### src/rtl/core/mvt_pkg.sv
// mvt_pkg: shared types and constants of the matrix vector transform
`timescale 1ns / 1ps
`default_nettype none
package mvt_pkg;

	// fixed-point word and item widths
	localparam int unsigned DATA_W   = 32;
	localparam int unsigned CFG_W    = 64;
	localparam int unsigned NUM_REGS = 8;
	localparam int unsigned IDX_W    = 3;
	localparam int unsigned DIM      = 4;

	// register indexes of the matrix rows
	typedef enum logic [IDX_W-1:0] {
		REG_ROW0_COLS01 = 3'd0,
		REG_ROW0_COLS23 = 3'd1,
		REG_ROW1_COLS01 = 3'd2,
		REG_ROW1_COLS23 = 3'd3,
		REG_ROW2_COLS01 = 3'd4,
		REG_ROW2_COLS23 = 3'd5,
		REG_ROW3_COLS01 = 3'd6,
		REG_ROW3_COLS23 = 3'd7
	} reg_idx_t;

	typedef logic [DIM-1:0][DATA_W-1:0] vec4_t;
	typedef logic [DIM-1:0][DIM-1:0][DATA_W-1:0] mat4_t;

	// load enables of the five pipeline stages
	typedef struct packed {
		logic s1;
		logic s2;
		logic s3;
		logic s4;
		logic s5;
	} stage_en_t;

endpackage
`default_nettype wire

### src/rtl/core/mvt_cfg_regs.sv
// mvt_cfg_regs: matrix configuration registers, two entries per register
`timescale 1ns / 1ps
`default_nettype none
module mvt_cfg_regs (
	input  wire logic                        clk,
	input  wire logic                        arst_n,
	input  wire logic                        wr_en,
	input  wire logic [mvt_pkg::IDX_W-1:0]   wr_index,
	input  wire logic [mvt_pkg::CFG_W-1:0]   wr_data,
	output mvt_pkg::mat4_t                   matrix
);

	logic [mvt_pkg::NUM_REGS-1:0][mvt_pkg::CFG_W-1:0] regs_q;

	// register writes, every index of the port maps to a register
	always_ff @(posedge clk or negedge arst_n) begin
		if (!arst_n) begin
			regs_q <= '0;
		end else if (wr_en) begin
			regs_q[wr_index] <= wr_data;
		end
	end

	// unpack entries: low half even column, high half odd column
	always_comb begin
		for (int r = 0; r < mvt_pkg::DIM; r++) begin
			for (int c = 0; c < mvt_pkg::DIM; c++) begin
				matrix[r][c] = (c % 2 == 1) ?
					regs_q[r * 2 + c / 2][mvt_pkg::CFG_W-1:mvt_pkg::DATA_W] :
					regs_q[r * 2 + c / 2][mvt_pkg::DATA_W-1:0];
			end
		end
	end

endmodule
`default_nettype wire

### config.mk
export PLATFORM = sky130hd
export DESIGN_NAME = mvt_cfg_regs
export DESIGN_NICKNAME = d
export VERILOG_FILES = /design/src/rtl/core/mvt_pkg.sv /design/src/rtl/core/mvt_cfg_regs.sv
export SDC_FILE = /design/constraint.sdc
export NUM_CORES = 1
export LEC_CHECK = 0
export ABC_AREA = 1
export BUFFER_PORTS_ARGS = -buffer_cell sky130_fd_sc_hd__buf_2
export CORE_MARGIN = 2
export CORE_UTILIZATION = 35
export DETAILED_ROUTE_END_ITERATION = 7
export SKIP_LAST_GASP = 1
export SLEW_MARGIN = 40
export SYNTH_ARGS = -nofsm -noshare
export SYNTH_HDL_FRONTEND = slang
export SYNTH_SLANG_ARGS = --single-unit
### constraint.sdc
create_clock -name clk -period 0.8 [get_ports clk]
set_input_delay 0.08 -clock clk [delete_from_list [all_inputs] [get_ports clk]]
set_output_delay 0.08 -clock clk [all_outputs]
set_load 0.005 [all_outputs]
; After elaboration in Yosys (flattened, before gate mapping)
; Cells that the tools add are included.
[classes]
reduce_logical = 1
muxes = 3
order_cmp = 2
[op_table]
columns = op, n
row1 = 512-bit bitwise mux, 1
row2 = 64-bit demux with 3-bit select, 1
row3 = 64-bit 2-to-1 mux, 1
row4 = "3-bit by 4-bit < comparator with 1-bit output, second input constant", 1
row5 = "3-bit by 1-bit greater-or-equal comparator with 1-bit output, second input constant", 1
row6 = 1-bit logical AND, 1
[word_totals]
elab_cells = 14
out_inout_bits = 512
reg_bits = 512
inputBits = 70

; Longest topological paths before layout
[depth]
word_depth = 5
depth_mapped = 6

; Least setup slack after synthesis
; No wires, ideal clock.
[synth_path]
kind = input to register
from = input wr_index[0] (netlist bit)
to = register regs_q, in the netlist matrix[100]
cell_stages = 6
setup_time_ps = 117
slack_ps = -201
required_time_ps = 683
path_buffers = 2
arrival_time_ps = 884
path_cell_list = nand2_1 > clkinv_1 > buf_2 > buf_2 > nand3_1 > nand2_1
[synth_between]
elab_chain_cells = 5
[synth_rtl]
columns = item, line_no
row1 = from (decl), mvt_cfg_regs.sv:8  ; input wire logic [mvt_pkg::IDX_W-1:0] wr_index,
row2 = 3-bit by 4-bit < comparator with 1-bit output (not written as such) or 3-bit by 1-bit greater-or-equal comparator with 1-bit output (tied branches), mvt_cfg_regs.sv:20  ; regs_q[wr_index] <= wr_data;
row3 = 1-bit logical AND (not written as such), mvt_cfg_regs.sv:20
row4 = 64-bit 2-to-1 mux (not written as such), mvt_cfg_regs.sv:20
row5 = 64-bit demux with 3-bit select (*), mvt_cfg_regs.sv:20
row6 = 512-bit bitwise mux (*), mvt_cfg_regs.sv:20
row7 = "to (signal, indexed assignment)", mvt_cfg_regs.sv:20
row8 = to (decl), mvt_cfg_regs.sv:13  ; logic [mvt_pkg::NUM_REGS-1:0][mvt_pkg::CFG_W-1:0] regs_q;
; Mark *: on every way between the ends. The rest lies on a longest branch, timed or not.
; A chain may end at the register's enable or synchronous reset.

; Worst setup path in the final report
[layout_path]
from = register regs_q, in the netlist matrix[93]
to = output matrix[93] (netlist bit)
[layout_rtl]
columns = item, line_no
row1 = to (decl), mvt_cfg_regs.sv:10  ; output mvt_pkg::mat4_t matrix
; No word-level cell between the ends.

==> results.sh <==
export IMPL_critPathTopFamily="flip-flops"
export IMPL_vias_per_cell=4.85
export IMPL_outcome="complete, but fails checks"
export IMPL_vias=19300
export IMPL_setup_repair_after_global_routing_missed_its_margin="true"
export IMPL_place_hpwl_mm=50.6
export IMPL_largest_net_degree_at_the_start_of_global_routing=50
export IMPL_max_cap_viol_count=0
export IMPL_syn_area_per_cell_sq_um=8.80
export IMPL_drt_pass1_iterations=5
export IMPL_hp_class="primary input to flip-flop"
export IMPL_flip_flop_count_of_the_largest_register_after_layout=512
export IMPL_synth_nets=2337
export IMPL_wl_per_cell_um=19.6
export IMPL_yosys_top_cells_area="dfrtp_1 64%, nand2_1 24%, nand3_1 6.4%"
export IMPL_detailed_place_area_sq_um=24300
export IMPL_final_max_slew_violation_count=0
export IMPL_worst_skew_pair_late_latency_ns=0.58
export IMPL_worst_setup_path_type="flip-flop to output pin"
export IMPL_layout_worst_path_cycle_share=1.56
export IMPL_number_of_nets_in_the_finished_design=3250
export IMPL_clock_sinks=512
export IMPL_synth_top_cell_area_share=0.642
export IMPL_synth_cell_types=11
export IMPL_post_place_cells=3506
export IMPL_cell_breakdown_of_the_critical_path="buf_2"
export IMPL_async_flop_share=1.00
export IMPL_ir_drop_v=0.00171
export IMPL_power_density_cell_area_nw_per_um2=2700
export IMPL_period_needed_ns=1.25
export IMPL_detailedRoute_firstIterationViolations=1814
export IMPL_final_area_sq_um=29600
export IMPL_synthMostInstantiatedCell="nand2_1"
export IMPL_actual_transition_at_the_worst_max_transition_pin_ns=0.374
export IMPL_grt_first_pass_wirelength_mm=115
export IMPL_final_setup_skew_ns=0
export IMPL_cellLeakagePower_nw=17.0
export IMPL_number_of_standard_cells_in_the_final_layout_excluding_fillers=3978
export IMPL_layout_drive_gt1_share=0.339
export IMPL_synth_largest_area_cell="dfrtp_1"
export IMPL_critical_path_startpoint_type="flip-flop"
export IMPL_antenna_violating_nets_post_route=0
export IMPL_num_io_pins=582
export IMPL_globalplace_congestion=0.870
export IMPL_cp_slowest_cell="dfrtp_1"
export IMPL_ys_seq_elements=512
export IMPL_grt_antenna_before_repair=1
export IMPL_die_area_sq_um=58900
export IMPL_syn_inst=2267
export IMPL_die_height_um=243
export IMPL_ys_dominant_reg_cell="dfrtp_1"
export IMPL_floorplan_initialDensity=0.354
export IMPL_areaGrowthSynthToFinish_pct=48.4
export IMPL_syn_area_sq_um=19900
export IMPL_tns_ns=-201.74
export IMPL_achievable_frequency_mhz=803
export IMPL_holdWs_ns=0.0135
export IMPL_numPortBuffers=581
export IMPL_tritoncts="yes"
export IMPL_clk_transition_reported_paths_ns=0.06
export IMPL_placement_rows=87
export IMPL_timing_critical_path_arrival_ns=1.17
export IMPL_antenna_cells=0
export IMPL_synth_cells_most_frequent="1288 x nand2_1, 512 x dfrtp_1, 256 x nand3_1"
export IMPL_finalWorstSetupSlack_ns=-0.445
export IMPL_die_w_um=243
export IMPL_hold_viol_final=0
export IMPL_globalRouteOverflowTotal=0
export IMPL_tritoncts_num_buffers=55
export IMPL_overall_global_routing_resource_usage=0.253
export IMPL_first_global_vias=18500
export IMPL_ctsHtreeMaxLevel=2
export IMPL_timing_slew_headroom=0.750
export IMPL_path_max_fanout=2
export IMPL_cts_path_max_buffers=3
export IMPL_worstPathBufferInverterCount=1
export IMPL_failed_checks="negative setup slack"
export IMPL_cp_slowest_stage_delay_ns=0.41
export IMPL_total_power_mw=80.0
export IMPL_cp_end_kind="output pin"
export IMPL_final_setup_viol_count=581
export IMPL_core_area_sq_um=56400
export IMPL_synth_yosys_warnings=0
export IMPL_post_synth_edffs=0
export IMPL_route_detailed_drc=0
export IMPL_root_buffer="clkbuf_16"
export IMPL_critPathRequiredTime_ns=0.72
export IMPL_wirelength_mm=77.9
export IMPL_synth_yosys_seq_area_share=0.642
layout make-up:
cell class	instances	area, sq um
fillers	5126	26800
well taps	756	946
flip-flops and latches	512	12800
repair buffers	1048	7610
inverters	6	27.5
clock inverters	20	315
multi-input cells	1557	6290
clock buffers	79	1600
power breakdown:
group / switching (mW) / internal, mW
combinational: 9.29 / 10.1
clock: 10.6 / 16.4
sequential: 2.88 / 30.8
total: 22.8 / 57.3
what timing repair did:
item,4_1_cts,5_1_grt
buffers inserted,149,159
hold endpoints to repair,1024,0
resized for setup,58,20
hold buffers,67,0
pin swaps,0,2
endpoints found under the setup margin,512,517
metrics by stage:
| step | worst slack (ns) | utilization |
|---|---|---|
| global route | -0.492 | 0.525 |
| global placement | -0.429 | 0.431 |
| floorplan | -0.0354 | - |
| detailed placement | -0.421 | 0.431 |
| finish | -0.445 | 0.525 |
| CTS | -0.489 | 0.502 |
layout by cell type, fill, tap and decap left out, drive strengths merged:
cell type    count
nand2         1293
bufinv           8
clkinvlp         3
nor2             8
dlygate4sd3     66
buf            982
clkbuf          79
nand3          256
inv              7
clkinv           8
dfrtp          512
routing by layer:
layer	vias up	GRT usage	routed length [um]
li1	8778	-	-
met4	2	0.108	3420
met3	198	0.0595	6500
met5	-	0	17
met1	9431	0.330	31300
met2	891	0.404	36700
final timing paths:
| check | from | to | slack [ns] | depth (start not counted) |
|---|---|---|---|---|
| setup / recovery | matrix[93] | matrix[93] | -0.45 | 1 |
| hold / removal | wr_index[0] | matrix[168] | 0.01 | 5 |
| setup reg to reg | matrix[155] | matrix[155] | -0.08 | 4 |
| hold reg to reg | matrix[511] | matrix[511] | 0.47 | 2 |
| max in group asynchronous | arst_n | matrix[43] | 0.25 | 4 |
| min in group asynchronous | arst_n | matrix[190] | 0.05 | 3 |
kinds of logic after synthesis:
| group | after synthesis | share of synthesized area |
|---|---|---|
| and+or+nand+nor | 1557 | 0.310 |
| DFF | 512 | 0.642 |
| buffers and inverters | 198 | 0.0474 |
No activity file was read; power rests on OpenSTA's default activity.
